**src/hdl/tst_pkg.sv**
```systemverilog
package tst_pkg;

   localparam int unsigned SPEED_W = 8;
   localparam int unsigned CSR_ADDR_W = 3;
   localparam int unsigned CSR_DATA_W = 32;

   typedef logic [SPEED_W-1:0] speed_type;

   localparam speed_type FLOOR_RESET = 8'd50;
   localparam speed_type CEIL_RESET  = 8'd200;

   // register index, taken from paddr[2]
   typedef enum logic {
      REG_FLOOR = 1'b0,
      REG_CEIL  = 1'b1
   } reg_index_type;

   // acceleration step: ceiling / 100, which is 0, 1 or 2 for an 8-bit value
   localparam speed_type STEP_ONE_THRESH = 8'd100;
   localparam speed_type STEP_TWO_THRESH = 8'd200;

   function automatic speed_type step_of(input speed_type ceil_spd);
      speed_type step;
      step = 8'd0;
      if (ceil_spd >= STEP_TWO_THRESH) begin
         step = 8'd2;
      end else if (ceil_spd >= STEP_ONE_THRESH) begin
         step = 8'd1;
      end
      return step;
   endfunction

   // tiered decay; each tier tests the speed left by the one before it
   function automatic speed_type decay_of(input speed_type cur, input speed_type floor_spd,
                                          input speed_type ceil_spd);
      speed_type s1;
      speed_type s2;
      speed_type s3;
      speed_type half;
      speed_type three_q;
      half    = ceil_spd >> 1;
      three_q = SPEED_W'({2'b00, ceil_spd[SPEED_W-1:2]} * 8'd3);
      s1 = (cur > floor_spd) ? cur - 8'd1 : cur;
      s2 = (s1 > half) ? s1 - 8'd1 : s1;
      if (s2 > three_q) begin
         s3 = (s2 > 8'd2) ? s2 - 8'd2 : 8'd0;
      end else begin
         s3 = s2;
      end
      return s3;
   endfunction

endpackage

```
**src/hdl/tst_req_if.sv**
```systemverilog
interface tst_req_if;
   logic valid;
   logic ready;
   logic mode;
   logic key_pressed;
   logic is_toggle_key;

   modport source (output valid, output mode, output key_pressed, output is_toggle_key,
                   input ready);
   modport sink (input valid, input mode, input key_pressed, input is_toggle_key,
                 output ready);
endinterface

interface tst_rsp_if;
   logic valid;
   logic ready;
   logic [7:0] speed;
   logic active;

   modport source (output valid, output speed, output active, input ready);
   modport sink (input valid, input speed, input active, output ready);
endinterface

```
**src/hdl/typing_rate_speed_tracker.sv**
```systemverilog
// Typing-rate speed tracker.
// req_bus carries one beat per key event (mode 0, with key_pressed and
// is_toggle_key) or per millisecond tick (mode 1). rsp_bus returns exactly one
// beat per request: the animation speed and the tracking-enable flag after it.
// The APB port holds the speed floor at byte address 0 and the speed ceiling
// at address 4; write them only while no request is in flight. pready is tied high.
// An accepted request is held in an input register, which feeds a single update
// stage whose state registers are the response register. One request is taken
// every cycle while rsp_bus takes each response.
// When rsp_bus stalls, the response holds, the input register fills, and
// req_bus.ready drops only once both stages are full.
// Synchronous reset empties both stages, loads floor 50, ceiling 200,
// speed 50, disables tracking and clears the decay counter and first-decay flag.
// Decay fires on the first enabled tick and then once more than
// DECAY_PERIOD_MS ticks have passed since the last decay.
module typing_rate_speed_tracker #(
   parameter int unsigned DECAY_PERIOD_MS = 500
) (
   input  logic clock,
   input  logic reset,
   tst_req_if.sink req_bus,
   tst_rsp_if.source rsp_bus,
   input  logic psel,
   input  logic penable,
   input  logic pwrite,
   input  logic [tst_pkg::CSR_ADDR_W-1:0] paddr,
   input  logic [tst_pkg::CSR_DATA_W-1:0] pwdata,
   output logic [tst_pkg::CSR_DATA_W-1:0] prdata,
   output logic pready
);
   import tst_pkg::*;

   localparam int unsigned CNT_W = $clog2(DECAY_PERIOD_MS + 2);
   localparam logic [CNT_W-1:0] PERIOD_C = CNT_W'(DECAY_PERIOD_MS);

   // configuration
   speed_type min_ff, max_ff;
   reg_index_type reg_sel;
   logic csr_wr;

   assign pready  = 1'b1;
   assign reg_sel = reg_index_type'(paddr[2]);
   assign csr_wr  = psel && penable && pwrite;

   always_ff @(posedge clock) begin
      if (reset) begin
         min_ff <= FLOOR_RESET;
         max_ff <= CEIL_RESET;
      end else if (csr_wr) begin
         unique case (reg_sel)
            REG_FLOOR: min_ff <= pwdata[SPEED_W-1:0];
            REG_CEIL:  max_ff <= pwdata[SPEED_W-1:0];
            default: ;
         endcase
      end
   end

   always_comb begin
      prdata = '0;
      unique case (reg_sel)
         REG_FLOOR: prdata = CSR_DATA_W'(min_ff);
         REG_CEIL:  prdata = CSR_DATA_W'(max_ff);
         default: prdata = '0;
      endcase
   end

   // input register
   logic in_valid_ff;
   logic mode_ff, pressed_ff, toggle_ff;
   logic out_valid_ff;
   logic out_free, advance;

   assign out_free      = !out_valid_ff || rsp_bus.ready;
   assign advance       = in_valid_ff && out_free;
   assign req_bus.ready = !in_valid_ff || out_free;

   always_ff @(posedge clock) begin
      if (reset) begin
         in_valid_ff <= 1'b0;
      end else if (req_bus.ready) begin
         in_valid_ff <= req_bus.valid;
      end
   end

   always_ff @(posedge clock) begin
      if (req_bus.valid && req_bus.ready) begin
         mode_ff    <= req_bus.mode;
         pressed_ff <= req_bus.key_pressed;
         toggle_ff  <= req_bus.is_toggle_key;
      end
   end

   // tracker state, doubles as the response register
   speed_type speed_ff, speed_in;
   logic on_ff, on_in;
   logic [CNT_W-1:0] ms_ff, ms_in, ms_inc;
   logic decayed_ff, decayed_in;
   logic [SPEED_W:0] acc_sum;
   speed_type acc_speed;
   logic fire;

   always_comb begin
      acc_sum   = {1'b0, speed_ff} + {1'b0, step_of(max_ff)};
      acc_speed = speed_ff;
      if (on_ff && (speed_ff < max_ff)) begin
         acc_speed = acc_sum[SPEED_W] ? '1 : acc_sum[SPEED_W-1:0];
      end
      ms_inc = (ms_ff <= PERIOD_C) ? ms_ff + 1'b1 : ms_ff;
      fire   = on_ff && ((ms_inc > PERIOD_C) || !decayed_ff);

      speed_in   = speed_ff;
      on_in      = on_ff;
      ms_in      = ms_ff;
      decayed_in = decayed_ff;
      if (!mode_ff) begin
         if (pressed_ff) begin
            speed_in = acc_speed;
            if (toggle_ff) begin
               on_in = !on_ff;
               if (on_ff) begin
                  speed_in = min_ff;
               end
            end
         end
      end else begin
         ms_in = ms_inc;
         if (fire) begin
            speed_in   = decay_of(speed_ff, min_ff, max_ff);
            ms_in      = '0;
            decayed_in = 1'b1;
         end
      end
   end

   always_ff @(posedge clock) begin
      if (reset) begin
         speed_ff     <= FLOOR_RESET;
         on_ff        <= 1'b0;
         ms_ff        <= '0;
         decayed_ff   <= 1'b0;
         out_valid_ff <= 1'b0;
      end else begin
         if (advance) begin
            speed_ff   <= speed_in;
            on_ff      <= on_in;
            ms_ff      <= ms_in;
            decayed_ff <= decayed_in;
         end
         if (out_free) begin
            out_valid_ff <= in_valid_ff;
         end
      end
   end

   assign rsp_bus.valid  = out_valid_ff;
   assign rsp_bus.speed  = speed_ff;
   assign rsp_bus.active = on_ff;

   // checks
   a_cnt_sat: assert property (@(posedge clock) disable iff (reset)
      ms_ff <= PERIOD_C + 1'b1)
      else $error("decay counter passed its saturation value");

   a_disable_min: assert property (@(posedge clock) disable iff (reset)
      (!$past(reset) && $fell(on_ff)) |-> speed_ff == $past(min_ff))
      else $error("speed not at floor after disable");

   a_decayed_sticky: assert property (@(posedge clock) disable iff (reset)
      !$past(reset) |-> !$fell(decayed_ff))
      else $error("first-decay flag cleared outside reset");

   a_state_hold: assert property (@(posedge clock) disable iff (reset)
      (out_valid_ff && !rsp_bus.ready) |=> $stable(speed_ff) && $stable(on_ff))
      else $error("tracker state moved while response stalled");

   a_in_hold: assert property (@(posedge clock) disable iff (reset)
      (in_valid_ff && !out_free) |=> in_valid_ff && $stable(mode_ff)
                                      && $stable(pressed_ff) && $stable(toggle_ff))
      else $error("input register lost a held beat");

endmodule
```
**src/flat_wrapper.sv**
```systemverilog
// flat-port wrapper written by rule: the top's interface ports become plain ports
module typing_rate_speed_tracker_flat import tst_pkg::*;
#(
   parameter int unsigned DECAY_PERIOD_MS = 500
)
  (clock, reset, psel, penable, pwrite, paddr, pwdata, prdata, pready, req_bus_valid, req_bus_mode, req_bus_key_pressed, req_bus_is_toggle_key, req_bus_ready, rsp_bus_valid, rsp_bus_speed, rsp_bus_active, rsp_bus_ready);
  tst_req_if req_bus_i ();
  tst_rsp_if rsp_bus_i ();
  input  logic clock;
  input  logic reset;
  input  logic psel;
  input  logic penable;
  input  logic pwrite;
  input  logic [tst_pkg::CSR_ADDR_W-1:0] paddr;
  input  logic [tst_pkg::CSR_DATA_W-1:0] pwdata;
  output logic [tst_pkg::CSR_DATA_W-1:0] prdata;
  output logic pready;
  input wire logic [$bits(req_bus_i.valid)-1:0] req_bus_valid;
  input wire logic [$bits(req_bus_i.mode)-1:0] req_bus_mode;
  input wire logic [$bits(req_bus_i.key_pressed)-1:0] req_bus_key_pressed;
  input wire logic [$bits(req_bus_i.is_toggle_key)-1:0] req_bus_is_toggle_key;
  output wire logic [$bits(req_bus_i.ready)-1:0] req_bus_ready;
  output wire logic [$bits(rsp_bus_i.valid)-1:0] rsp_bus_valid;
  output wire logic [$bits(rsp_bus_i.speed)-1:0] rsp_bus_speed;
  output wire logic [$bits(rsp_bus_i.active)-1:0] rsp_bus_active;
  input wire logic [$bits(rsp_bus_i.ready)-1:0] rsp_bus_ready;
  assign req_bus_i.valid = req_bus_valid;
  assign req_bus_i.mode = req_bus_mode;
  assign req_bus_i.key_pressed = req_bus_key_pressed;
  assign req_bus_i.is_toggle_key = req_bus_is_toggle_key;
  assign req_bus_ready = req_bus_i.ready;
  assign rsp_bus_valid = rsp_bus_i.valid;
  assign rsp_bus_speed = rsp_bus_i.speed;
  assign rsp_bus_active = rsp_bus_i.active;
  assign rsp_bus_i.ready = rsp_bus_ready;
  typing_rate_speed_tracker #(.DECAY_PERIOD_MS(DECAY_PERIOD_MS)) u_core (.clock(clock), .reset(reset), .req_bus(req_bus_i), .rsp_bus(rsp_bus_i), .psel(psel), .penable(penable), .pwrite(pwrite), .paddr(paddr), .pwdata(pwdata), .prdata(prdata), .pready(pready));
endmodule
```
**config.mk**
```make
export PLATFORM = sky130hd
export DESIGN_NAME = typing_rate_speed_tracker_flat
export DESIGN_NICKNAME = d
export VERILOG_FILES = /design/src/hdl/tst_pkg.sv /design/src/hdl/tst_req_if.sv /design/src/hdl/typing_rate_speed_tracker.sv /design/src/flat_wrapper.sv
export SDC_FILE = /design/constraint.sdc
export NUM_CORES = 1
export LEC_CHECK = 0
export BUFFER_PORTS_ARGS = -buffer_cell sky130_fd_sc_hd__buf_2
export CORE_MARGIN = 1
export CORE_UTILIZATION = 58
export CTS_BUF_LIST = sky130_fd_sc_hd__clkbuf_4 sky130_fd_sc_hd__clkbuf_8
export CTS_CLUSTER_SIZE = 14
export DETAILED_ROUTE_END_ITERATION = 10
export GPL_ROUTABILITY_DRIVEN = 0
export PLACE_DENSITY = 0.86
export SYNTH_ARGS = -nofsm -noshare
export SYNTH_HDL_FRONTEND = slang
export SYNTH_SLANG_ARGS = --single-unit
```
**constraint.sdc**
```tcl
create_clock -name clock -period 6.04 [get_ports clock]
set_input_delay 0.604 -clock clock [delete_from_list [all_inputs] [get_ports clock]]
set_output_delay 0.604 -clock clock [all_outputs]
set_load 0.005 [all_outputs]
```
* Yosys cells after proc, flatten, opt, wreduce, memory -nomap -nowiden
Index checks and enable logic that the tools add are counted.
Word-level totals: bits in registers 40, bits in latches 0, bits in writable memories 0, bits in read-only memories 0, input bits 45, word-level logic and storage cells 65, memories 0
Operators by class: $add $sub $neg 5, multipliers 1, divide/modulo/power cells 0, magnitude comparators 9, equal/unequal tests 1, shifts and indexed selects 0, multiplexer cells 16, bitwise gates (word level) 2, reductions and logical operators 20
Operator list (number):
- $mux W8 | 12
- $pmux W32 S2 | 1
- $mux W9 | 2
- $gt A8 B8 Y1 | 2
- $sub A8 B1 Y8 const B | 2
- $add A8 B8 Y9 | 1
- $add A9 B1 Y9 const B | 1
- $gt A9 B9 Y1 const B | 1
- $le A9 B9 Y1 const B | 1
- $ge A8 B7 Y1 const B | 1
- $ge A8 B8 Y1 const B | 1
- $gt A8 B2 Y1 const B | 1
- $gt A8 B7 Y1 | 1
- $lt A8 B8 Y1 | 1
- $mul A6 B2 Y8 const B | 1
- $sub A8 B2 Y8 const B | 1
- $logic_and A1 B1 Y1 | 6
- $reduce_and A2 Y1 | 3
- $reduce_and A3 Y1 | 2
- $logic_not A1 Y1 | 4
- $reduce_and A4 Y1 | 1
- $logic_or A1 B1 Y1 | 3
- $ne A2 B2 Y1 const B | 1
- $not A1 Y1 | 2
- other kinds (2) | 2

* Longest topological paths before layout
Gate-level depths: netlist (run 1).
depth in word-level cells 10, mapped depth 31, mapped depth without buffers 29

* Least setup slack after synthesis (run 1)
No wires, ideal clock.
path type reg2reg, start register u_core.speed_ff[0], in the netlist u_core.rsp_bus.speed[0], end register u_core.speed_ff[6], in the netlist u_core.rsp_bus.speed[6], library setup time 0.127 ns, arrival 5.377 ns, data required time 5.913 ns, path slack 0.536 ns, cell stages (with the launch flop) 30, path buffers 2, clock period less this slack 5.504 ns, path through dfxtp_1 clkbuf_1 inv_1 ha_1 nor2b_4 o211ai_2 a21oi_2 o21a_1 nand3_1 xor2_1 inv_1 ha_1 a21o_1 a21oi_1 inv_1 or3_1 buf_2 o221a_4 nand2_1 nor2_1 xnor2_1 ha_1 nor2b_1 o21ai_0 nand2b_1 a311oi_2 o211a_1 nor4_4 o311ai_0 nor2_1
On the way: word-level cells in the longest chain between the ends 9
Ends and longest elaborated chain:
- start: declaration | RTL line typing_rate_speed_tracker.sv:94 | speed_type speed_ff, speed_in;
- start signal: assignment | RTL line typing_rate_speed_tracker.sv:144 | speed_ff <= speed_in;
- $sub A8 B1 Y8 / $gt A8 B8 Y1 (equally long branches) | RTL line tst_pkg.sv:43 | s1 = (cur > floor_spd) ? cur - 8'd1 : cur;
- $mux W8 | RTL line tst_pkg.sv:43
- $sub A8 B1 Y8 / $gt A8 B7 Y1 (equally long branches) | RTL line tst_pkg.sv:44 | s2 = (s1 > half) ? s1 - 8'd1 : s1;
- $mux W8 | RTL line tst_pkg.sv:44
- $sub A8 B2 Y8 / $gt A8 B2 Y1 (equally long branches) | RTL line tst_pkg.sv:46 | s3 = (s2 > 8'd2) ? s2 - 8'd2 : 8'd0;
- $mux W8 | RTL line tst_pkg.sv:46
- $mux W8 | RTL line tst_pkg.sv:45 | if (s2 > three_q) begin
- $mux W8 | RTL line typing_rate_speed_tracker.sv:127 | if (fire) begin
- $mux W8 * | RTL line typing_rate_speed_tracker.sv:115 | if (!mode_ff) begin
Every way passes the cells marked *; elsewhere a longest branch is shown, timed or not. The select of a mux whose other input is x is not followed. A chain may end at the register's enable or synchronous reset.

* Final worst setup path (run 1)
start register u_core.min_ff[1], end register u_core.speed_ff[5], in the netlist u_core.rsp_bus.speed[5]
On the way: word-level cells in the longest chain between the ends 9
Ends and longest elaborated chain:
- start: declaration | RTL line typing_rate_speed_tracker.sv:37 | speed_type min_ff, max_ff;
- start signal: assignment | RTL line typing_rate_speed_tracker.sv:51 | REG_FLOOR: min_ff <= pwdata[SPEED_W-1:0];
- $gt A8 B8 Y1 * | RTL line tst_pkg.sv:43
- $mux W8 * | RTL line tst_pkg.sv:43
- $sub A8 B1 Y8 / $gt A8 B7 Y1 (equally long branches) | RTL line tst_pkg.sv:44
- $mux W8 * | RTL line tst_pkg.sv:44
- $sub A8 B2 Y8 / $gt A8 B2 Y1 (equally long branches) | RTL line tst_pkg.sv:46
- $mux W8 | RTL line tst_pkg.sv:46
- $mux W8 * | RTL line tst_pkg.sv:45
- $mux W8 * | RTL line typing_rate_speed_tracker.sv:127
- $mux W8 * | RTL line typing_rate_speed_tracker.sv:115
Marked as above.

==> impl_metrics.ini, run 1 <==
[synthesis]
synth_top_family_by_area = compound AO/OA/AOI/OAI gates
avgSynthCellArea_um2 = 7.65
synth_seq_cells = 40
synthXorXnorAreaFrac_pct = 5.91
synth_top_cell_by_area = dfxtp_1
synth_area_leaders = dfxtp_1 (17%), ha_1 (13%), nand2_1 (5.1%)
synth_cell_types = 79
yosysWarnings = 0
yosysTopAreaCellShare_pct = 17.4
synth_fa_ha_area_share_pct = 14.1
synth-simple-area-share_pct = 23.8
synth_compound_area_share_pct = 25.3
synth.mux.area_fraction_pct = 1.68
synth_edf_count = 3
yosys_most_used_dff = dfxtp_1
syn_inst = 556
async_flop_share_pct = 0
syn-cell-area_um2 = 4260
ys_seq_area_share_pct = 19.5

[finish]
instances_no_fill = 689
utilization_pct = 66.8
fillers = 580
area_growth_syn_to_layout_pct = 9.00
nets = 683
final_cell_area_um2 = 4640
mostFrequentLayoutCell = nand2_1
layout_common_cells = nand2_1 (58), nor2_1 (47), ha_1 (44)
layout-drive-gt1-share_pct = 16.7
antenna_cells = 0

[global_route]
grt_max_degree = 35
met1_usage_pct = 42.6
grt_overflow = 0
grt_pass1_wl_um = 19400
grt_util_met3_pct = 3.20
gr-usage-met2_pct = 52.8
grt_pass1_vias = 4084
track_usage_pct = 32.2
grt-busiest-layer = met2
antenna_found_initial = 0

[placed_design]
hpwlAfterDp_um = 9210
placedInstanceArea_um2 = 4480
dp_slack_ns = -0.0593
port_buffers = 37
dp_cells = 679

[worst_setup_path]
rr_startpoint = u_core.min_ff[1]
reg2regPathDepth = 29
path_class = reg2reg
r2r-end = u_core.rsp_bus.speed[5]
cp_slowest_stage_delay_ns = 0.34
crit_required_ns = 6.21
crit_start = u_core.min_ff[1]
endpoint = u_core.rsp_bus.speed[5]
worstPathArrival_ns = 5.98
reg2reg_slack_ns = 0.23
crit_path_end_kind = register
worstPathMaxFanout = 7
crit_slowest_cell = dfxtp_1
critPathLaunchType = register

[power]
cellPowerDensity_nw_per_um2 = 134
pwr-share-comb_pct = 26.9
seqPwrFrac_pct = 45.2
p_leak_nw = 2.02
switching_power_mw = 0.206
irDropWorstVdd_uv = 113
p_clk_share_pct = 27.9
total_power_mw = 0.621
internal_power_mw = 0.415
swShare_pct = 33.2

[timing]
setup_viol = 0
post-route-period-util_pct = 96.1
max_freq_ghz = 0.172
tightest_slew_ns = 1.01
min_period_ns = 5.81
worst_clock_skew_ns = 0.00393
drv_slew = 0
fin_ws_ns = 0.233
slew-limit-headroom_pct = 32.1
hold_viol_final = 0

[floorplanning]
core_area_um2 = 6940
die-area_um2 = 7680
dieHeight_um = 87.7
rows = 30
io_pins = 89
dieWidth_um = 87.7
initial_utilization_pct = 61.3

[clock_network]
clkSinkCount = 40
h-tree-depth = 2
cts_buffers = 5
max-clock-path-buffers = 2
clk_pin_slew_ns = 0.08
cts_tree = done
clk_latency_ns = 0.29
cts_root_buffer = clkbuf_8

[route]
via_per_inst = 6.30
via_count = 4340
wire_per_inst_um = 17.2
finalWirelength_um = 11800
drc = 0
ant_nets = 0
drtIter0Drc = 393
dr.pass1.iters = 5

[outcome]
status = finished, final reports clean

[hold_path]
hold_path_class = reg2reg

[flow_run]
cap_violations = 0
final cells by class:
type | count | area (um^2) | area share [%]
Tap cell | 96 | 120 | 2.59
Sequential cell | 40 | 831 | 17.9
Multi-Input combinational cell | 458 | 3170 | 68.3
Clock inverter | 3 | 13.8 | 0.297
Inverter | 33 | 124 | 2.67
Clock buffer | 5 | 68.8 | 1.48
Timing Repair Buffer | 54 | 313 | 6.74
cells by family after synthesis:
family,count (synthesis)
and+or+nand+nor,200
AOI/OAI and AO/OA,152
buffers and inverters,81
adders and majority gates,47
DFF,40
xor gates and xnor gates,27
muxes,7
other,2
cells in the mapped netlist (6+ instances only):
cell type   n
xor2_1     10
a21oi_1    35
dfxtp_1    37
xnor2_1    15
and2_1      8
buf_4      25
nor2b_1     6
o211ai_1   14
and3_1      9
mux2i_1     6
a21o_1      6
a21boi_0    6
nand2b_1    9
nor2_1     48
o21ai_0    30
clkbuf_1   14
nand2_1    58
nand3_1    15
or3_1       6
nor3_1     10
ha_1       44
inv_1      33
nand4_1     6
flip-flops by register name, summed over array words and instances (netlist names):
register	flops
u_core.mode_ff	1
u_core.min_ff	8
u_core.pressed_ff	1
u_core.ms_ff	9
u_core.in_valid_ff	1
u_core.rsp_bus.active	1
u_core.toggle_ff	1
u_core.rsp_bus.speed	8
u_core.decayed_ff	1
u_core.rsp_bus.valid	1
u_core.max_ff	8
worst max-delay path, delay by kind of cell (launching register included):
family,cells,cell delay [ns]
DFF,1,0.34
xor gates and xnor gates,2,0.34
AOI/OAI and AO/OA,9,1.87
buffers and inverters,3,0.38
adders and majority gates,3,0.88
and+or+nand+nor,12,1.86
layer usage:
metal	vias up	part of all wire (%)
met1	2030	41
met5	-	0
met3	46	8.5
met4	0	4.1
li1	2018	-
met2	246	47
power by group through the flow:
stage          clock network, mW  logic, mW  registers [mW]
2_1_floorplan                  0      0.123           0.284
3_5_place_dp                   0      0.156           0.287
6_report                   0.173      0.167           0.281
5_1_grt                    0.188      0.184           0.282
3_3_place_gp                   0      0.150           0.286
4_1_cts                    0.176      0.158           0.280
stage by stage:
stage	hold WS, ns	setup TNS, ns
final	0.472	0
after detailed placement	0.458	-0.0593
after floorplan	0.432	0
after global routing	0.470	-0.111
after global placement	0.444	0
after CTS	0.475	0
timing repair:
| action | CTS | global route |
|---|---|---|
| buffers inserted | 0 | 2 |
| gates cloned | 0 | 0 |
| gates resized for setup | 3 | 11 |
| pin swaps | 0 | 3 |
| hold buffers | 0 | 0 |
| setup endpoints to repair | 4 | 8 |
worst min-delay path by stage:
stage                        end  cells past startpoint  slack [ns]           startpoint
6_report       u_core.decayed_ff                      2        0.47    u_core.decayed_ff
3_3_place_gp   u_core.decayed_ff                      2        0.44    u_core.decayed_ff
5_1_grt        u_core.pressed_ff                      1        0.47  req_bus_key_pressed
4_1_cts        u_core.pressed_ff                      1        0.47  req_bus_key_pressed
3_5_place_dp   u_core.decayed_ff                      2        0.46    u_core.decayed_ff
2_1_floorplan  u_core.decayed_ff                      2        0.43    u_core.decayed_ff
No activity file was read; power rests on OpenSTA's default activity.
==> run 2, diff against run 1 <==
--- a/config.mk
+++ b/config.mk
@@ -6,6 +6,7 @@
 export NUM_CORES = 1
 export LEC_CHECK = 0
 export BUFFER_PORTS_ARGS = -buffer_cell sky130_fd_sc_hd__buf_2
+export CAP_MARGIN = 20
 export CORE_MARGIN = 1
 export CORE_UTILIZATION = 58
 export CTS_BUF_LIST = sky130_fd_sc_hd__clkbuf_4 sky130_fd_sc_hd__clkbuf_8
@@ -13,6 +14,7 @@
 export DETAILED_ROUTE_END_ITERATION = 10
 export GPL_ROUTABILITY_DRIVEN = 0
 export PLACE_DENSITY = 0.86
+export RECOVER_POWER = 25
 export SYNTH_ARGS = -nofsm -noshare
 export SYNTH_HDL_FRONTEND = slang
 export SYNTH_SLANG_ARGS = --single-unit
==> impl_metrics.ini, run 2 (synthesis gave the netlist of run 1 again) <==
[finish]
layout-drive-gt1-share_pct = 16.5
layout_common_cells = nand2_1 (58), nor2_1 (47), ha_1 (44)
antenna_cells = 0
largest_reg_flops = 9
area_growth_syn_to_layout_pct = 8.97
top_register = u_core.ms_ff
mostFrequentLayoutCell = nand2_1
final_cell_area_um2 = 4640
nets = 683

[worst_setup_path]
rr_startpoint = u_core.min_ff[1]
worstPathMaxFanout = 7
reg2reg_slack_ns = 0.23
critPathLaunchType = register
crit_required_ns = 6.21
crit_slowest_cell = dfxtp_1
worstPathArrival_ns = 5.97
reg2regPathDepth = 29
cp_slowest_stage_delay_ns = 0.34
path_class = reg2reg
crit_path_end_kind = register
r2r-end = u_core.rsp_bus.speed[5]

[hold_path]
min_to = u_core.decayed_ff
holdPathStages = 2
hold_start = u_core.decayed_ff
hold_path_class = reg2reg

[floorplanning]
dieWidth_um = 87.7
dieHeight_um = 87.7
initial_utilization_pct = 61.3
rows = 30
die-area_um2 = 7680
io_pins = 89
core_area_um2 = 6940

[route]
dr.pass1.iters = 6
wire_per_inst_um = 17.2
via_per_inst = 6.33
drtIter0Drc = 393
finalWirelength_um = 11800
via_count = 4358
drc = 0
ant_nets = 0

[timing]
min_period_ns = 5.81
post-route-period-util_pct = 96.1
tightest_slew_ns = 1.01
max_freq_ghz = 0.172
setup_viol = 0
worst_clock_skew_ns = 0.00377
finalSetupTns_ns = 0
drv_slew = 0
slew-limit-headroom_pct = 32.1
hold_viol_final = 0

[placed_design]
port_buffers = 37
placedInstanceArea_um2 = 4480
hpwlAfterDp_um = 9210

[flow_run]
cap_violations = 0

[power]
p_leak_nw = 2.01
cellPowerDensity_nw_per_um2 = 134
irDropWorstVdd_uv = 113

[clock_network]
max-clock-path-buffers = 2
h-tree-depth = 2
clk_pin_slew_ns = 0.08
cts_tree = done
cts_buffers = 5
clk_latency_ns = 0.29
cts_root_buffer = clkbuf_8
clkSinkCount = 40

[global_route]
antenna_found_initial = 0
grt_pass1_vias = 4084
grt_pass1_wl_um = 19400
grt_overflow = 0
grt_max_degree = 35
track_usage_pct = 32.2

[outcome]
status = finished, final reports clean
-- run 2: routing by layer --
layer,vias to the layer above,share of wire [%],GRT usage [%]
met3,52,8.9,3.20
met4,0,4.3,15.5
met1,2028,40,42.6
met2,261,47,52.8
met5,-,0,0
li1,2017,-,-
-- run 2: through the flow --
stage / hold WS, ns / power, mW / std cells / utilization, % / setup slack [ns]
floorplan: 0.432 / 0.407 / 579 / - / 0.536
global placement: 0.444 / 0.436 / 679 / 64.5 / 0.253
detailed placement: 0.458 / 0.443 / 679 / 64.5 / -0.0593
CTS: 0.475 / 0.614 / 687 / 65.9 / 0.0586
global route: 0.470 / 0.654 / 689 / 66.8 / -0.0407
finish: 0.472 / 0.622 / 689 / 66.8 / 0.233
-- run 2: what timing repair did --
action                     4_1_cts  5_1_grt
resized for setup                3       11
pin swaps                        0        3
hold buffers                     0        0
setup endpoints to repair        4        8
buffers inserted                 0        2
-- run 2: worst max-delay path, delay by kind of cell (launching register included) --
| kind | cells | cell delay [ns] |
|---|---|---|
| flops | 1 | 0.34 |
| fa+ha+maj | 3 | 0.88 |
| compound gates | 9 | 1.86 |
| xor+xnor | 2 | 0.34 |
| simple gates | 12 | 1.86 |
| buf+inv | 3 | 0.37 |
-- run 2: worst max path at each step --
stage	slack, ns	end	start
6_report	0.23	u_core.rsp_bus.speed[5]	u_core.min_ff[1]
3_5_place_dp	-0.06	u_core.rsp_bus.speed[3]	u_core.min_ff[1]
2_1_floorplan	0.54	u_core.rsp_bus.speed[6]	u_core.rsp_bus.speed[0]
3_3_place_gp	0.25	u_core.rsp_bus.speed[3]	u_core.min_ff[1]
4_1_cts	0.06	u_core.rsp_bus.speed[3]	u_core.min_ff[3]
5_1_grt	-0.04	u_core.rsp_bus.speed[3]	u_core.min_ff[1]
-- run 2: cell type report --
class / instances / area (um^2)
multi-input cells: 458 / 3170
clock buffers: 5 / 68.8
flip-flops and latches: 40 / 831
repair buffers: 54 / 312
well taps: 96 / 120
fillers: 581 / 2310
inverters: 33 / 124
clock inverters: 3 / 13.8
-- run 2: power breakdown --
group / total [mW] / internal, mW / switching (mW)
clock: 0.174 / 0.0785 / 0.0951
sequential: 0.281 / 0.273 / 0.00791
combinational: 0.167 / 0.0638 / 0.103
total: 0.622 / 0.415 / 0.206
==> run 3, diff against run 2 <==
--- a/config.mk
+++ b/config.mk
@@ -7,6 +7,7 @@
 export LEC_CHECK = 0
 export BUFFER_PORTS_ARGS = -buffer_cell sky130_fd_sc_hd__buf_2
 export CAP_MARGIN = 20
+export CORE_ASPECT_RATIO = 0.7
 export CORE_MARGIN = 1
 export CORE_UTILIZATION = 58
 export CTS_BUF_LIST = sky130_fd_sc_hd__clkbuf_4 sky130_fd_sc_hd__clkbuf_8
==> impl_metrics.ini, run 3 (synthesis gave the netlist of run 1 again) <==
[finish]
instances_no_fill = 688
antenna_cells = 0
mostFrequentLayoutCell = nand2_1
nets = 684
layout-drive-gt1-share_pct = 16.0
multiInputGateArea_um2 = 3160
top_register = u_core.ms_ff
layout_common_cells = nand2_1 (58), nor2_1 (48), ha_1 (44)
fillers = 582
largest_reg_flops = 9
area_growth_syn_to_layout_pct = 9.11
seq_area_um2 = 831
utilization_pct = 67.2

[route]
via_count = 4315
finalWirelength_um = 12200
dr.pass1.iters = 6
drc = 0
via_per_inst = 6.27
drtIter0Drc = 410
ant_nets = 0
wire_per_inst_um = 17.8

[timing]
post-route-period-util_pct = 95.4
max_freq_ghz = 0.173
hold_viol_final = 0
drv_slew = 35
setup_viol = 0
worst_clock_skew_ns = 0.0108
min_period_ns = 5.76
tightest_slew_ns = 1.60
slew-limit-headroom_pct = -6.68

[power]
p_leak_nw = 2.01
total_power_mw = 0.644
irDropWorstVdd_uv = 123
cellPowerDensity_nw_per_um2 = 139

[clock_network]
clk_pin_slew_ns = 0.08
cts_hold_buf = 0
clk_latency_ns = 0.30
cts_tree = done
cts_buffers = 5
h-tree-depth = 2
max-clock-path-buffers = 2
clkSinkCount = 40
cts_root_buffer = clkbuf_8

[worst_setup_path]
crit_buf_inv = 2
path_class = reg2reg
critPathLaunchType = register
crit_path_end_kind = register
worstPathMaxFanout = 7
critical-path-top-delay-family = compound AO/OA/AOI/OAI gates
worstPathArrival_ns = 5.96
cp_slowest_stage_delay_ns = 0.37
crit_required_ns = 6.23
crit_slowest_cell = dfxtp_1

[global_route]
grt_overflow = 0
gr-usage-met2_pct = 48.9
met1_usage_pct = 46.2
grt_pass1_wl_um = 19600
grt-busiest-layer = met2
grt_pass1_vias = 3906
antenna_found_initial = 0
track_usage_pct = 32.9
grt_max_degree = 35
grt_util_met3_pct = 9.94

[floorplanning]
io_pins = 89
dieHeight_um = 73.7
die-area_um2 = 7690
initial_utilization_pct = 61.6
rows = 25
dieWidth_um = 104
core_area_um2 = 6910

[placed_design]
port_buffers = 37
hpwlAfterDp_um = 9520
dp_cells = 678

[flow_run]
cap_violations = 1

[outcome]
violations = max-capacitance violations, max-slew violations
status = finished with violations

[hold_path]
hold_path_class = in2reg
run 3: cell count changes in the layout (fill, tap and decap cells not counted), sizes merged:
cell    before  now
clkbuf       6   10
clkinv       3    0
run 3: through the flow:
stage          hold WS, ns  TNS, ns  cell area (um^2)  setup slack [ns]
3_5_place_dp         0.484        0              4490           0.00105
2_1_floorplan        0.432        0              4340             0.536
6_report             0.468        0              4640             0.276
4_1_cts              0.470        0              4590            0.0108
5_1_grt              0.468  -0.0415              4640           -0.0178
3_3_place_gp         0.459        0              4490             0.287
run 3: repair_timing:
action,4_1_cts,5_1_grt
endpoints found under the setup margin,1,8
buffers inserted,0,2
pin swaps,0,3
resized for setup,1,11
run 3: layer usage:
metal  vias up  wire length (um)
met4         0               159
met1      1992              5400
li1       2020                 -
met5         -                 0
met2       278              5050
met3        25              1610
run 3: layout make-up:
type                            count  area share (%)
Clock buffer                        8            2.10
Inverter                           33            2.67
Multi-Input combinational cell    458            68.0
Sequential cell                    40            17.9
Tap cell                           94            2.53
Timing Repair Buffer               55            6.79
run 3: final timing paths:
path,startpoint,slack (ns),depth (start not counted),endpoint
setup / recovery,u_core.min_ff[1],0.28,28,u_core.rsp_bus.speed[6]
setup reg to reg,u_core.min_ff[1],0.28,28,u_core.rsp_bus.speed[6]
hold reg to reg,u_core.min_ff[2],0.50,2,u_core.min_ff[2]
hold / removal,req_bus_mode,0.47,1,u_core.mode_ff
run 3: worst reg2reg max path, delay by kind of cell (launching register included):
family | cells | cell delay, ns
compound gates | 10 | 2.47
flops | 1 | 0.37
xor+xnor | 2 | 0.35
buf+inv | 2 | 0.17
simple gates | 11 | 1.41
fa+ha+maj | 3 | 0.90
run 3: report_power, final:
| group | total, mW | switching, mW | internal (mW) |
|---|---|---|---|
| clock | 0.197 | 0.0949 | 0.102 |
| combinational | 0.166 | 0.105 | 0.0612 |
| sequential | 0.281 | 0.00817 | 0.273 |
| total | 0.644 | 0.208 | 0.436 |
